## src/design/gwm_pkg.sv

```systemverilog
// Shared types, constants and the case-folding function for the wildcard
// glob matcher. No dependencies; used by gwm_cell and the top level.
package gwm_pkg;

  localparam int PATTERN_LEN_DEF = 64;

  localparam logic [7:0] WILD_RUN = 8'h2A;
  localparam logic [7:0] WILD_ONE = 8'h3F;

  typedef enum logic [1:0] {
    ACT_CLEAR  = 2'd0,
    ACT_APPEND = 2'd1,
    ACT_TEXT   = 2'd2,
    ACT_END    = 2'd3
  } action_t;

  // Broadcast controls from the top level to every cell.
  typedef struct packed {
    logic text;
    logic rearm;
    logic wr;
  } ctl_t;

  // Data a cell hands to its right neighbor.
  typedef struct packed {
    logic open;   // active and holding a '*': the next position is live too
    logic adv;    // live, consumed the current text byte, advances
  } link_t;

  function automatic logic [7:0] fold_upper(input logic [7:0] c);
    logic [7:0] r;
    r = c;
    if (c >= 8'h61 && c <= 8'h7A) begin
      r = c - 8'h20;
    end
    return r;
  endfunction

endpackage

```

## src/design/gwm_cell.sv

```systemverilog
// One pattern position of the matcher: its stored byte and its active bit.
// Depends on gwm_pkg; chained from left to right by the top level.
module gwm_cell #(
  parameter int IDX = 0,
  parameter int CW  = 7
) (
  input  logic           clk,
  input  logic           rst,
  input  gwm_pkg::ctl_t  ctl,
  input  logic [CW-1:0]  wr_idx,
  input  logic [7:0]     wr_byte,
  input  logic [7:0]     text_byte,
  input  logic [CW-1:0]  stored_count,
  input  gwm_pkg::link_t link_in,
  output gwm_pkg::link_t link_out,
  output logic           live
);
  import gwm_pkg::*;

  logic [7:0] pbyte;
  logic       active;
  logic       active_next;
  logic       valid;
  logic       star;
  logic       hit;

  // The store holds at most one '*' in a row, so closure spans one cell.
  assign valid = stored_count > CW'(IDX);
  assign star  = pbyte == WILD_RUN;
  assign hit   = (pbyte == WILD_ONE) || (pbyte == text_byte);
  assign live  = active || link_in.open;

  assign link_out.open = active && valid && star;
  assign link_out.adv  = live && valid && !star && hit;

  always_comb begin
    active_next = active;
    if (ctl.rearm) begin
      active_next = (IDX == 0);
    end else if (ctl.text) begin
      active_next = (live && valid && star) || link_in.adv;
    end
  end

  always_ff @(posedge clk) begin
    if (rst) begin
      active <= (IDX == 0);
    end else begin
      active <= active_next;
    end
  end

  always_ff @(posedge clk) begin
    if (ctl.wr && wr_idx == CW'(IDX)) begin
      pbyte <= wr_byte;
    end
  end

endmodule

```

## src/design/wildcard_glob_matcher_top.sv

```systemverilog
// Top level of the case-insensitive wildcard glob matcher: pattern load
// control, the row of gwm_cell positions and the result register.
// Depends on gwm_pkg and gwm_cell.
//
//   channel  signals                              moves
//   in       in_valid in_ready action char_byte   one command or text byte
//   out      out_valid out_ready matched          one end-of-text result
//            pattern_overflowed
//
// All positions update in parallel in the cell row, so one text byte is
// consumed per clock with no bubbles.
// The result of an end-of-text transfer appears in the output register in the
// next cycle. While that result waits, further non-end items are taken;
// only another end-of-text item stalls. Synchronous reset empties the
// pattern, clears the overflow flag and arms the start position.
module wildcard_glob_matcher_top #(
  parameter int PATTERN_LEN = gwm_pkg::PATTERN_LEN_DEF
) (
  input  logic       clk,
  input  logic       rst,
  input  logic       in_valid,
  output logic       in_ready,
  input  logic [1:0] action,
  input  logic [7:0] char_byte,
  output logic       out_valid,
  input  logic       out_ready,
  output logic       matched,
  output logic       pattern_overflowed
);
  import gwm_pkg::*;

  localparam int CW = $clog2(PATTERN_LEN + 1);

  action_t       act;
  logic          accept;
  logic [7:0]    folded;
  logic          is_star;
  ctl_t          ctl;
  logic [CW-1:0] raw_count;
  logic [CW-1:0] stored_count;
  logic          last_star;
  logic          overflow;
  link_t         links [PATTERN_LEN+1:0];
  logic [PATTERN_LEN:0] live;

  assign act      = action_t'(action);
  assign in_ready = !out_valid || out_ready || (act != ACT_END);
  assign accept   = in_valid && in_ready;
  assign folded   = fold_upper(char_byte);
  assign is_star  = folded == WILD_RUN;

  // A '*' right after a stored '*' is counted but not stored; the two match
  // the same texts.
  always_comb begin
    ctl.text  = accept && (act == ACT_TEXT);
    ctl.rearm = accept && (act != ACT_TEXT);
    ctl.wr    = accept && (act == ACT_APPEND) && (raw_count < CW'(PATTERN_LEN))
                && !(is_star && last_star);
  end

  assign links[0] = '0;

  for (genvar g = 0; g <= PATTERN_LEN; g++) begin : g_cell
    gwm_cell #(
      .IDX (g),
      .CW  (CW)
    ) u_cell (
      .clk          (clk),
      .rst          (rst),
      .ctl          (ctl),
      .wr_idx       (stored_count),
      .wr_byte      (folded),
      .text_byte    (folded),
      .stored_count (stored_count),
      .link_in      (links[g]),
      .link_out     (links[g+1]),
      .live         (live[g])
    );
  end

  always_ff @(posedge clk) begin
    if (rst) begin
      raw_count    <= '0;
      stored_count <= '0;
      last_star    <= 1'b0;
      overflow     <= 1'b0;
    end else if (accept) begin
      case (act)
        ACT_CLEAR: begin
          raw_count    <= '0;
          stored_count <= '0;
          last_star    <= 1'b0;
          overflow     <= 1'b0;
        end
        ACT_APPEND: begin
          if (raw_count < CW'(PATTERN_LEN)) begin
            raw_count <= raw_count + 1'b1;
            if (ctl.wr) begin
              stored_count <= stored_count + 1'b1;
              last_star    <= is_star;
            end
          end else begin
            overflow <= 1'b1;
          end
        end
        default: begin
        end
      endcase
    end
  end

  always_ff @(posedge clk) begin
    if (rst) begin
      out_valid <= 1'b0;
    end else if (accept && act == ACT_END) begin
      out_valid <= 1'b1;
    end else if (out_ready) begin
      out_valid <= 1'b0;
    end
  end

  always_ff @(posedge clk) begin
    if (accept && act == ACT_END) begin
      matched            <= live[stored_count];
      pattern_overflowed <= overflow;
    end
  end

`ifndef SYNTHESIS
  a_stored_le_raw: assert property (@(posedge clk) disable iff (rst)
    stored_count <= raw_count)
    else $error("stored count exceeds raw pattern count");

  a_raw_bound: assert property (@(posedge clk) disable iff (rst)
    raw_count <= CW'(PATTERN_LEN))
    else $error("raw pattern count beyond store depth");

  a_star_needs_byte: assert property (@(posedge clk) disable iff (rst)
    last_star |-> stored_count != '0)
    else $error("last-star flag set with empty store");

  a_end_gives_result: assert property (@(posedge clk) disable iff (rst)
    accept && act == ACT_END |=> out_valid)
    else $error("end-of-text transfer produced no result");

  a_full_drops: assert property (@(posedge clk) disable iff (rst)
    accept && act == ACT_APPEND && raw_count == CW'(PATTERN_LEN) |=> overflow)
    else $error("append to a full store did not flag overflow");
`endif

endmodule
```

## config.mk

```make
export PLATFORM = sky130hd
export DESIGN_NAME = wildcard_glob_matcher_top
export DESIGN_NICKNAME = d
export VERILOG_FILES = /design/src/design/gwm_pkg.sv /design/src/design/gwm_cell.sv /design/src/design/wildcard_glob_matcher_top.sv
export SDC_FILE = /design/constraint.sdc
export NUM_CORES = 1
export LEC_CHECK = 0
export BUFFER_PORTS_ARGS = -buffer_cell sky130_fd_sc_hd__buf_2
export CORE_MARGIN = 2
export CORE_UTILIZATION = 40
export DETAILED_ROUTE_END_ITERATION = 10
export SYNTH_ARGS = -nofsm -noshare
export SYNTH_HDL_FRONTEND = slang
export SYNTH_SLANG_ARGS = --single-unit
export TNS_END_PERCENT = 1
```

## constraint.sdc

```tcl
create_clock -name clk -period 3.9 [get_ports clk]
set_clock_uncertainty 0.15 [all_clocks]
set_input_delay 0.585 -clock clk [delete_from_list [all_inputs] [get_ports clk]]
set_output_delay 0.585 -clock clk [all_outputs]
set_load 0.02 [all_outputs]
```

Word-level counts from Yosys, hierarchy flattened:

Cells that the tools add are included.
Widths: inputs -> output; s select.

* bits of input ports: 14
* logic and storage cells: 1216
* bits in registers: 604
* output and inout bits: 4

* eq/ne operators: 266
* $lt $le $gt $ge: 69
* mux-type cells: 15
* add/subtract/negate cells: 3
* reductions and logical operators: 726

Operator list (number)
* $eq 8x6->1 const B: 130
* $eq 8x8->1: 64
* $logic_and 1x1->1: 458
* $eq 7x6->1 const B: 32
* $gt 7x6->1 const B: 32
* $logic_or 1x1->1: 194
* $eq 7x5->1 const B: 16
* $gt 7x5->1 const B: 16
* $logic_not 1->1: 66
* $eq 7x4->1 const B: 8
* $gt 7x4->1 const B: 8
* $eq 7x3->1 const B: 4
* $gt 7x3->1 const B: 4
* $pmux 7 s2: 2
* $mux 7: 3
* $add 7x1->7 const B: 2
* $eq 7x2->1 const B: 2
* $gt 7x1->1 const B: 2
* $gt 7x2->1 const B: 2
* $ge 8x7->1 const B: 1
* $le 8x7->1 const B: 1
* $lt 7x8->1 const B: 1
* $mux 8: 1
* $sub 8x6->8 const B: 1
* 17 further kinds: 29

Longest topological paths before layout:

Gate-level depths: netlist of run 1.

* depth after elaboration: 10
* gate-level depth with buffers: 13
* gate-level depth less buffers: 10

Least setup slack after synthesis of run 1:

No wires, ideal clock.

* path kind: input to register
* start point: input port char_byte[1]
* end point: register g_cell[8].u_cell.pbyte[0] (enable)
* buffers on the path: 3
* arrival: 2.518 ns
* cell stages on the path: 9
* required time: 3.355 ns
* path slack: 0.838 ns
* cell sequence: clkbuf_1 -> buf_2 -> nand4_1 -> nor2_1 -> a21o_1 -> clkbuf_1 -> nor2_1 -> nand2_1 -> nor4_1

* cells in the longest elaborated chain, start to end: 8

Ends and longest elaborated chain
* start: declaration: RTL line wildcard_glob_matcher_top.sv:24 `input logic [7:0] char_byte,`
* $ge 8x7->1 / $le 8x7->1 (equally long branches): RTL line gwm_pkg.sv:33 `if (c >= 8'h61 && c <= 8'h7A) begin`
* $logic_and 1x1->1: RTL line gwm_pkg.sv:33
* $mux 8 (*): RTL line gwm_pkg.sv:33
* $eq 8x6->1 (*): RTL line wildcard_glob_matcher_top.sv:50 `assign is_star = folded == WILD_RUN;`
* $logic_and 1x1->1 (*): RTL line wildcard_glob_matcher_top.sv:58 `&& !(is_star && last_star);`
* $logic_not 1->1 (*): RTL line wildcard_glob_matcher_top.sv:58
* $logic_and 1x1->1 (*): RTL line wildcard_glob_matcher_top.sv:58
* $logic_and 1x1->1 (*): RTL line gwm_cell.sv:54 `if (ctl.wr && wr_idx == CW'(IDX)) begin`
* end signal: assignment: RTL line gwm_cell.sv:55 `pbyte <= wr_byte;`
* end: declaration: RTL line gwm_cell.sv:20 `logic [7:0] pbyte;`

Every way passes the cells marked *; elsewhere a longest branch is shown, timed or not.
A chain may end at the register's enable or synchronous reset.

Final worst setup path of run 1:

* start point: register stored_count[2]
* end point: register matched, data pin

* cells in the longest elaborated chain, start to end: 6

Ends and longest elaborated chain
* start: declaration: RTL line wildcard_glob_matcher_top.sv:40 `logic [CW-1:0] stored_count;`
* start signal: assignment: RTL line wildcard_glob_matcher_top.sv:99 `stored_count <= stored_count + 1'b1;`
* $gt 7x1->1, or another cell as far along: RTL line gwm_cell.sv:28 `assign valid = stored_count > CW'(IDX);`
* $logic_and 1x1->1 (2 in series): RTL line gwm_cell.sv:33 `assign link_out.open = active && valid && star;`
* $logic_or 1x1->1: RTL line gwm_cell.sv:31 `assign live = active || link_in.open;`
* $bmux 1 s7 (*): RTL line wildcard_glob_matcher_top.sv:124 `matched <= live[stored_count];`
* $mux 1 (not written as such) (*): RTL line wildcard_glob_matcher_top.sv:124
* end signal: assignment: RTL line wildcard_glob_matcher_top.sv:124
* end: declaration: RTL line wildcard_glob_matcher_top.sv:27 `output logic matched,`

Every way passes the cells marked *; elsewhere a longest branch is shown, timed or not. The select of a mux whose other input is x is not followed.

==> implementation parameters, run 1 <==
Parameter                              Value

Finish
  Post-Layout Inst Area ... 34900 um^2
  Layout Cells excl Fill ... 3808
  Area growth from synthesis to layout ... 14.4%
  Share of post-route cells with drive strength above 1 ... 11.6%
  Number of nets in the layout ... 2797
  Multi-input logic area ... 12500 um^2
  # fillers ... 6775
  N_diodes ... 0
  Register area ... 17300 um^2

Logic synthesis
  Sequential share of the synthesized area ... 56.8%
  Synth Cell Area ... 30500 um^2
  Synthesized instance count ... 2653
  FF+latch count, synth ... 604
  Proportion of synthesized flip-flops having asynchronous set or reset ... 0%
  Synth top area share ... 51.4%
  Ys flop type ... edfxtp_1
  Most numerous cell in the Yosys netlist ... edfxtp_1
  EDFF count, synth ... 522
  Net Count, Synth ... 2673
  Mean Syn Cell Area ... 11.5 um^2
  Most frequent cells after synthesis ... edfxtp_1, xor2_1, xnor2_1
  Number of library cell types mapped by synthesis ... 85
  Cell types occupying the most area after synthesis ... edfxtp_1, xor2_1, xnor2_1
  Area leader, netlist ... edfxtp_1
  Number of warnings printed during yosys synthesis ... 0

Floorplan
  Starting density of the core ... 40.3%
  Core Area ... 75700 um^2
  Number of placed I/O pins ... 18
  DIE WIDTH ... 280 um
  Placement row count ... 101
  Chip Height ... 280 um
  Total Die Area ... 78500 um^2

Clock tree
  Number of levels in the clock H-tree ... 3
  Number of buffers inserted during clock tree synthesis ... 68
  CTS tree ... done
  Setup fix buffers added after clock tree synthesis ... 0
  Sink count of the clock tree ... 604
  Clk Latency, worst-skew pair ... 0.61 ns
  Clock root buffer ... clkbuf_16
  Max clock buf depth ... 3
  CTS resizes ... 0
  Register clock-pin slew on the reported worst setup and hold paths ... 0.06 ns
  Post-CTS Hold Buffers ... 0

GRT
  First-pass GRT wire length ... 140000 um
  Via count of the first global-routing pass ... 22400
  Fraction of met3 tracks used by global routing ... 2.86%
  GR Util met2 ... 38.0%
  Pin count of the biggest net entering global routing ... 97
  Met1 GRT Util ... 33.0%
  Peak-usage layer in the global routing report ... met2
  Total Routing Usage GR ... 23.4%
  Total overflow reported by the global router ... 0
  Antenna violations before repair ... 0

STA
  Slew at the pin closest to its max-slew limit ... 1.10 ns
  Maximum clock frequency ... 0.279 GHz
  Final setup TNS ... 0 ns
  Part of the cycle the worst path needs ... 91.8%
  Slew margin rel. ... 26.7%
  RSZ-0062 raised after global routing ... no
  Worst-case hold slack ... 0.139 ns
  Count of endpoints failing setup in the final report ... 0
  Number of hold violations in the final report ... 0
  Slew Limit Fails ... 0
  Final min period ... 3.58 ns

Critical path
  Critical path type ... reg -> reg
  WP data arrival ... 3.79 ns
  Worst-path maximum fanout ... 14
  Worst EP required ... 4.11 ns
  Type of element capturing the critical path ... flip-flop
  Setup crit start kind ... flip-flop

Pwr
  Peak supply drop ... 0.263 mV
  Standby leakage power ... 11.0 nW
  Power Total ... 14.3 mW
  Power per cell area ... 409 nW/um^2

Placed design
  Placed wire-length estimate ... 63100 um
  Post-DP Area ... 32700 um^2
  Port bufs ... 17
  Global placement routability congestion ... 0.977
  Post-Place Cells ... 3685

Detailed routing
  Via density ... 5.88
  Detail-routed net length per standard cell ... 24.2 um
  Drt first-iter violations ... 2017
  Count of unresolved DRC violations after routing ... 0
  Detailed-route via count ... 22400
  Final wirelength ... 92300 um
  Router iterations before antenna repair ... 6
  Routed Antenna Nets ... 0

Job
  Maximum Capacitance Violations ... 0

Worst hold path
  Tightest Hold Check Type ... in -> reg

Outcome
  Run status ... finished, final reports clean
worst paths after layout:
| check | from | to | slack, ns | depth (start not counted) |
|---|---|---|---|---|
| worst min-delay path | char_byte[1] | g_cell[16].u_cell.pbyte[1] | 0.14 | 1 |
| worst max register to register | stored_count[2] | matched | 0.32 | 8 |
| worst min register to register | overflow | pattern_overflowed | 0.29 | 0 |
| worst max-delay path | stored_count[2] | matched | 0.32 | 8 |
flip-flops by register name (all words and copies together) (netlist names):
name	flops
raw_count	7
stored_count	7
matched	1
g_cell.u_cell.pbyte	520
out_valid	1
g_cell.u_cell.active	65
pattern_overflowed	1
overflow	1
last_star	1
layer usage:
metal	wire (um)	vias up	part of all wire (%)
met5	0	-	0
met4	2340	0	2.5
met3	5310	162	5.8
met2	43000	745	47
met1	41600	11300	45
li1	-	10200	-
metrics by stage:
stage          utilization, %  setup WS (ns)
5_1_grt                  46.1          0.205
4_1_cts                  46.1          0.380
2_1_floorplan               -          0.838
3_5_place_dp             43.2          0.404
6_report                 46.1          0.319
3_3_place_gp             43.2          0.270
power breakdown:
part	leakage, nW	switching, mW	internal [mW]
Sequential	5.36	0.0231	7.04
Combinational	4.58	0.562	0.272
Clock	1.08	2.51	3.84
Total	11.0	3.10	11.2
cells in the final DEF (no fill, tap or decap), types with 8 or more instances in the layout:
cell,count
a21oi_1,119
xor2_1,263
clkinv_2,8
or2_2,17
or4_1,22
a21o_1,11
nand2_1,98
a31oi_1,60
nor2_1,205
clkbuf_1,22
or3_1,30
edfxtp_1,522
nor4b_1,9
inv_1,34
and3_1,20
clkinv_1,10
dfxtp_1,82
nand4_1,102
buf_4,146
nand3_1,135
nor3_1,90
o21ai_0,101
xnor2_1,255
buf_12,16
o31ai_1,22
nor2b_1,15
or4b_2,9
o211ai_1,22
a41oi_1,9
nand4b_1,12
buf_2,12
nand3b_1,9
clkbuf_16,74
nor4_1,84
o22ai_1,10
critical path, stage by stage (launching register included):
cell and delay, ns:
dfxtp_1 0.73, inv_1 0.37, nand3_1 0.22, o21ai_0 0.10
a2111oi_0 0.67, o2111ai_1 0.22, o31ai_1 0.38, o21ai_1 0.11
a2111o_1 0.38
layout make-up:
cell class | count | area share, %
flip-flops and latches | 604 | 49.6
clock inverters | 24 | 0.695
multi-input cells | 1886 | 35.7
clock buffers | 99 | 5.66
well taps | 978 | 3.51
repair buffers | 179 | 4.39
inverters | 38 | 0.409
cell families (layout without fill, tap and decap cells):
group / count (synthesis) / in the layout / synth area share [%]
AND/OR/NAND/NOR: 893 / 893 / 15.5
flip-flops: 604 / 604 / 56.8
XOR/XNOR: 518 / 518 / 14.9
AO/OA/AOI/OAI: 457 / 457 / 9.57
buffers and inverters: 163 / 340 / 2.52
multiplexers: 12 / 12 / 0.488
adder cells (fa/ha/maj): 6 / 6 / 0.246
No activity file was read; power rests on OpenSTA's default activity.
==> inputs of run 2 (changes only) <==
==> constraint.sdc (replaced) <==
create_clock -name clk -period 3.8 [get_ports clk]
set_clock_uncertainty 0.15 [all_clocks]
set_input_delay 0.57 -clock clk [delete_from_list [all_inputs] [get_ports clk]]
set_output_delay 0.57 -clock clk [all_outputs]
set_load 0.02 [all_outputs]
==> run 2 against run 1 <==
Fmax rose by 1.2%. Highest routed layer is now met5. Wire length decreased by 0.21%. Worst hold slack got worse by 0.026 ns. Cell area increased by 0.29%. Register-to-register slack got worse by 0.06 ns. Via count up 0.13%. Core utilization up 0.13 points.
==> implementation parameters, run 2 (synthesis gave the netlist of run 1 again) <==
Parameter                              Value

Pwr
  Power Total ... 14.9 mW (+4.2%)
  Power per cell area ... 425 nW/um^2 (+3.9%)
  Standby leakage power ... 11.1 nW (+0.43%)
  Peak supply drop ... 0.303 mV (+15%)

Finish
  Register area ... 17300 um^2 (unchanged)
  Post-Layout Inst Area ... 35000 um^2 (+0.29%)
  Final standard cell utilization of the core ... 46.2% (+0.13 points)
  Number of nets in the layout ... 2795 (-0.072%)
  # fillers ... 6739 (-0.53%)
  Register ranked first by flip-flop count ... g_cell.u_cell.pbyte
  Number of flip-flops under the largest register name ... 520 (unchanged)
  N_diodes ... 0 (unchanged)
  Share of post-route cells with drive strength above 1 ... 12.0% (+0.42 points)
  Most frequent cells in the layout ... edfxtp_1, xor2_1, xnor2_1
  Largest registers in the final layout ... g_cell.u_cell.pbyte: 520 flops, g_cell.u_cell.active: 65 flops
  Layout Cells excl Fill ... 3808 (unchanged)
  Multi-input logic area ... 12500 um^2 (about the same)
  Most common library cell in the layout ignoring fill and taps ... edfxtp_1
  Area growth from synthesis to layout ... 14.8%

Detailed routing
  Detailed-route via count ... 22400 (+0.13%)
  Router iterations before antenna repair ... 5 (-1)
  Drt first-iter violations ... 1794 (-11%)
  Final wirelength ... 92100 um (-0.21%)
  DR top layer ... met5
  Count of unresolved DRC violations after routing ... 0 (unchanged)
  Wire length on met2 ... 43100 um (+0.24%)
  Post-Route M1 WL ... 40600 um (-2.4%)
  Detail-routed net length per standard cell ... 24.2 um (-0.21%)
  Wire length on met3 ... 5430 um (+2.2%)
  Via density ... 5.89 (+0.13%)
  Routed Antenna Nets ... 0 (unchanged)

STA
  Worst Setup Slack, final ... 0.260 ns (-0.0592 ns)
  Final setup TNS ... 0 ns (unchanged)
  Slew Limit Fails ... 0 (unchanged)
  Worst-case hold slack ... 0.114 ns (-0.0255 ns)
  RSZ-0062 raised after global routing ... no
  Count of endpoints failing setup in the final report ... 0 (unchanged)
  Final min period ... 3.54 ns (-0.0408 ns)
  Slew at the pin closest to its max-slew limit ... 1.16 ns (+0.0672 ns)
  Maximum clock frequency ... 0.282 GHz (+1.2%)
  Number of hold violations in the final report ... 0 (unchanged)
  Part of the cycle the worst path needs ... 93.2% (+1.3 points)
  Slew margin rel. ... 21.8% (-4.8 points)

GRT
  Via count of the first global-routing pass ... 22300 (-0.23%)
  Total Routing Usage GR ... 23.2% (-0.17 points)
  Antenna violations before repair ... 1 (+1)
  Pin count of the biggest net entering global routing ... 97 (unchanged)
  First-pass GRT wire length ... 139000 um (-0.72%)
  Total overflow reported by the global router ... 0 (unchanged)

Critical path
  Critical path's most frequent cell ... a31o_2
  Critical-path cell with the highest stage delay ... nor4_1
  Type of element capturing the critical path ... flip-flop
  Setup crit start kind ... flip-flop
  Series of cell instances along the critical path ... buf_4 > a21o_1 > a31o_2 > a31o_2 > a221oi_1 > o32ai_1 > nor4_1 > o21ai_1 > a2111o_1
  WP buf/inv ... 1 (unchanged)
  Cell count of the worst reg-to-reg path ... 9 (+1)
  Critical Path Max Stage Delay ... 0.65 ns (-0.08 ns)
  Crit path from ... stored_count[2]
  Flop2flop setup slack ... 0.26 ns (-0.06 ns)
  Critical path type ... reg -> reg
  Reg-to-reg critical path endpoint ... matched
  Worst EP required ... 4.01 ns (-0.10 ns)
  Reg2reg start ... stored_count[2]
  WP data arrival ... 3.75 ns (-0.04 ns)
  Top Family by Delay on Critical Path ... compound AO/OA/AOI/OAI gates
  Capturing element of the worst setup path ... matched
  Number of logic stages on the critical path including buffering ... 9 (+1)
  Worst-path maximum fanout ... 12 (-2)

Placed design
  Global placement routability congestion ... 0.978 (+0.10%)
  Worst slack at placement ... 0.231 ns (-0.174 ns)
  Port bufs ... 17 (unchanged)
  Placed wire-length estimate ... 62800 um (-0.37%)
  Post-DP Area ... 32700 um^2 (about the same)
  Post-Place Cells ... 3681 (-0.11%)

Clock tree
  Clock root buffer ... clkbuf_16
  CTS tree ... done
  Post-CTS Hold Buffers ... 0 (unchanged)
  Setup fix buffers added after clock tree synthesis ... 0 (unchanged)
  Number of buffers inserted during clock tree synthesis ... 70 (+2.9%)
  Number of levels in the clock H-tree ... 3 (unchanged)
  Max clock buf depth ... 3 (unchanged)
  Register clock-pin slew on the reported worst setup and hold paths ... 0.06 ns (about the same)
  Clk Latency, worst-skew pair ... 0.61 ns (about the same)
  Sink count of the clock tree ... 604 (unchanged)

Floorplan
  Chip Height ... 280 um (unchanged)
  Core Area ... 75700 um^2 (unchanged)
  DIE WIDTH ... 280 um (unchanged)
  Starting density of the core ... 40.3% (unchanged)
  Placement row count ... 101 (unchanged)
  Number of placed I/O pins ... 18 (unchanged)
  Total Die Area ... 78500 um^2 (unchanged)

Outcome
  Run status ... finished, final reports clean

Job
  Maximum Capacitance Violations ... 0 (unchanged)

Worst hold path
  Tightest Hold Check Type ... in -> reg
[run 2: changes by cell type in the layout (fill, tap and decap cells not counted), sizes merged]
cell / change
buf: -4
inv: +1
clkinv: +2
clkinvlp: +2
bufinv: -1
[run 2: what timing repair did]
item / in CTS / in global routing
endpoints found under the setup margin: 0 / 1
resized for setup: 0 / 1
endpoints found under the hold margin: 0 / 0
[run 2: worst reg2reg max path: cells and delay by family, from the launching register on]
kind | cells | cell delay, ns
compound gates | 7 | 1.80
simple gates | 1 | 0.65
flops | 1 | 0.45
buf+inv | 1 | 0.25
[run 2: layer usage]
layer  vias up  global-route usage [%]
met3       186                    2.90
met2       783                    37.9
met5         -                       0
met1     11200                    32.0
li1      10200                       -
met4         2                    7.93
[run 2: power by group]
part	internal (mW)	switching, mW	total, mW
sequential	7.23	0.0235	7.25
combinational	0.279	0.565	0.844
clock	4.08	2.69	6.76
total	11.6	3.28	14.9
[run 2: final cells by class]
class,instances,share of cell area [%]
Sequential cell,604,49.5
Multi-Input combinational cell,1886,35.6
Clock buffer,99,5.91
Timing Repair Buffer,175,4.33
Tap cell,978,3.50
Clock inverter,28,0.761
Inverter,38,0.408
[run 2: worst min path at each step]
stage                       startpoint                         to  slack [ns]  depth (start not counted)
final                     char_byte[4]  g_cell[1].u_cell.pbyte[4]        0.11                          1
after global routing      char_byte[4]  g_cell[1].u_cell.pbyte[4]        0.09                          1
after CTS                 char_byte[4]  g_cell[1].u_cell.pbyte[4]        0.08                          1
after detailed placement      overflow         pattern_overflowed        0.28                          0
after global placement        overflow         pattern_overflowed        0.28                          0
after floorplan               overflow         pattern_overflowed        0.26                          0
==> inputs of run 3 (changes only) <==
--- a/config.mk
+++ b/config.mk
@@ -6,9 +6,13 @@
 export NUM_CORES = 1
 export LEC_CHECK = 0
 export BUFFER_PORTS_ARGS = -buffer_cell sky130_fd_sc_hd__buf_2
+export CELL_PAD_IN_SITES_DETAIL_PLACEMENT = 0
+export CELL_PAD_IN_SITES_GLOBAL_PLACEMENT = 1
 export CORE_MARGIN = 2
 export CORE_UTILIZATION = 40
 export DETAILED_ROUTE_END_ITERATION = 10
+export PLACE_DENSITY_LB_ADDON = 0.1
+export REMOVE_ABC_BUFFERS = 1
 export SYNTH_ARGS = -nofsm -noshare
 export SYNTH_HDL_FRONTEND = slang
 export SYNTH_SLANG_ARGS = --single-unit
==> run 3 against run 2 <==
Total power shrank 0.46%. Global-route usage grew 2.0 points. Final cell count grew 0.63%. Via count shrank 0.34%. Register-to-register slack lost 0.13 ns. Sequential power is essentially flat. Largest cell class unchanged. Combinational power grew 6.0%. Critical endpoint unchanged. Die area is the same. Largest power group unchanged.
==> implementation parameters, run 3 (synthesis gave the netlist of run 1 again) <==
Parameter                              Value

Finish
  Final standard cell utilization of the core ... 46.4% (+0.15 points)
  Most frequent cells in the layout ... edfxtp_1, xor2_1, xnor2_1
  Area growth from synthesis to layout ... 15.1%
  Register ranked first by flip-flop count ... g_cell.u_cell.pbyte
  Share of post-route cells with drive strength above 1 ... 12.4% (+0.36 points)
  Most common library cell in the layout ignoring fill and taps ... edfxtp_1
  Layout Cells excl Fill ... 3832 (+0.63%)
  Largest registers in the final layout ... g_cell.u_cell.pbyte: 520 flops, g_cell.u_cell.active: 65 flops
  Post-Layout Inst Area ... 35100 um^2 (+0.33%)
  Number of flip-flops under the largest register name ... 520 (unchanged)
  Number of nets in the layout ... 2818 (+0.82%)

Detailed routing
  Count of unresolved DRC violations after routing ... 0 (unchanged)
  Router iterations before antenna repair ... 5 (unchanged)
  Routed Antenna Nets ... 0 (unchanged)
  Detail-routed net length per standard cell ... 25.9 um (+7.2%)
  Final wirelength ... 99400 um (+7.9%)
  Via density ... 5.83 (-0.96%)
  Drt first-iter violations ... 1853 (+3.3%)
  Detailed-route via count ... 22300 (-0.34%)

STA
  Slew at the pin closest to its max-slew limit ... 1.11 ns (-0.0522 ns)
  Slew margin rel. ... 25.2% (+3.4 points)
  Worst Setup Slack, final ... 0.128 ns (-0.132 ns)
  Worst-case hold slack ... 0.131 ns (+0.0172 ns)
  Slew Limit Fails ... 0 (unchanged)
  Count of endpoints failing setup in the final report ... 0 (unchanged)
  Number of hold violations in the final report ... 0 (unchanged)
  Final min period ... 3.67 ns (+0.132 ns)
  RSZ-0062 raised after global routing ... no
  Maximum clock frequency ... 0.272 GHz (-3.6%)
  Part of the cycle the worst path needs ... 96.6% (+3.5 points)

Outcome
  Run status ... finished, final reports clean

Job
  Maximum Capacitance Violations ... 0 (unchanged)

Floorplan
  Starting density of the core ... 40.3% (unchanged)
  DIE WIDTH ... 280 um (unchanged)
  Placement row count ... 101 (unchanged)
  Core Area ... 75700 um^2 (unchanged)
  Number of placed I/O pins ... 18 (unchanged)
  Chip Height ... 280 um (unchanged)
  Total Die Area ... 78500 um^2 (unchanged)

Critical path
  Worst EP required ... 4.01 ns (about the same)
  Worst-path maximum fanout ... 22 (+10)
  Number of logic stages on the critical path including buffering ... 9 (unchanged)
  Setup crit start kind ... flip-flop
  WP data arrival ... 3.88 ns (+0.13 ns)
  Top Family by Delay on Critical Path ... compound AO/OA/AOI/OAI gates
  Cell count of the worst reg-to-reg path ... 9 (unchanged)
  Critical Path Max Stage Delay ... 0.58 ns (-0.07 ns)
  WP buf/inv ... 1 (unchanged)
  Type of element capturing the critical path ... flip-flop
  Critical-path cell with the highest stage delay ... dfxtp_1
  Series of cell instances along the critical path ... buf_4 > and4_1 > a21oi_1 > nor2_1 > a31oi_1 > o221ai_1 > nor4_1 > o21ai_1 > a2111o_1
  Reg-to-reg critical path endpoint ... matched
  Capturing element of the worst setup path ... matched
  Crit path from ... stored_count[4]
  Critical path type ... reg -> reg
  Flop2flop setup slack ... 0.13 ns (-0.13 ns)
  Reg2reg start ... stored_count[4]

GRT
  Via count of the first global-routing pass ... 22200 (-0.33%)
  First-pass GRT wire length ... 146000 um (+5.2%)
  Antenna violations before repair ... 2 (+1)
  Pin count of the biggest net entering global routing ... 97 (unchanged)
  Total overflow reported by the global router ... 0 (unchanged)
  Total Routing Usage GR ... 25.2% (+2.0 points)

Placed design
  Port bufs ... 17 (unchanged)
  Worst slack at placement ... 0.162 ns (-0.0684 ns)
  Global placement routability congestion ... 0.968 (-0.99%)
  Post-DP Area ... 32900 um^2 (+0.59%)
  Placed wire-length estimate ... 69400 um (+10%)
  Post-Place Cells ... 3703 (+0.60%)

Pwr
  Power per cell area ... 421 nW/um^2 (-0.79%)
  Standby leakage power ... 11.1 nW (+0.52%)
  Peak supply drop ... 0.353 mV (+17%)

Clock tree
  Register clock-pin slew on the reported worst setup and hold paths ... 0.06 ns (about the same)
  Post-CTS Hold Buffers ... 0 (unchanged)
  Number of levels in the clock H-tree ... 3 (unchanged)
  Clk Latency, worst-skew pair ... 0.62 ns (about the same)
  Number of buffers inserted during clock tree synthesis ... 71 (+1.4%)
  CTS resizes ... 0 (unchanged)
  Clock root buffer ... clkbuf_16
  Setup fix buffers added after clock tree synthesis ... 0 (unchanged)
  Max clock buf depth ... 3 (unchanged)
  CTS tree ... done
  Sink count of the clock tree ... 604 (unchanged)

Worst hold path
  Min-delay src ... out_ready
  Tightest Hold Check Type ... in -> reg
## run 3: per-layer routing
metal,global-route usage (%),part of all wire [%]
met1,35.4,45
met2,40.2,46
met3,4.16,5.9
met4,7.39,2.8
met5,0,0
## run 3: worst min path at each step
stage,slack [ns],end,cells past startpoint
floorplan,0.26,pattern_overflowed,0
global placement,0.32,raw_count[5],2
detailed placement,0.32,pattern_overflowed,0
CTS,0.11,out_valid,3
global route,0.14,out_valid,3
finish,0.13,out_valid,3
## run 3: where the power goes
group | leakage (nW) | switching, mW | internal, mW
clock | 1.09 | 2.72 | 3.93
sequential | 5.36 | 0.0253 | 7.23
combinational | 4.68 | 0.598 | 0.297
## run 3: metrics by stage
stage / setup TNS (ns) / total power, mW
after CTS: 0 / 15.0
final: 0 / 14.8
after global routing: 0 / 15.3
after detailed placement: 0 / 8.30
after floorplan: -1292.69 / 7.84
after global placement: 0 / 8.29
## run 3: layout make-up
cell class	count	area (um^2)
Multi-Input combinational cell	1886	12500
Clock inverter	34	318
Inverter	38	143
Fill cell	6895	40600
Tap cell	978	1220
Timing Repair Buffer	197	1710
Antenna cell	1	2.50
Clock buffer	94	1940
Sequential cell	604	17300
## run 3: worst min-delay path: cells and delay by family
kind            cells  cell delay, ns
buf+inv             1            0.08
compound gates      1            0.07
simple gates        1            0.13
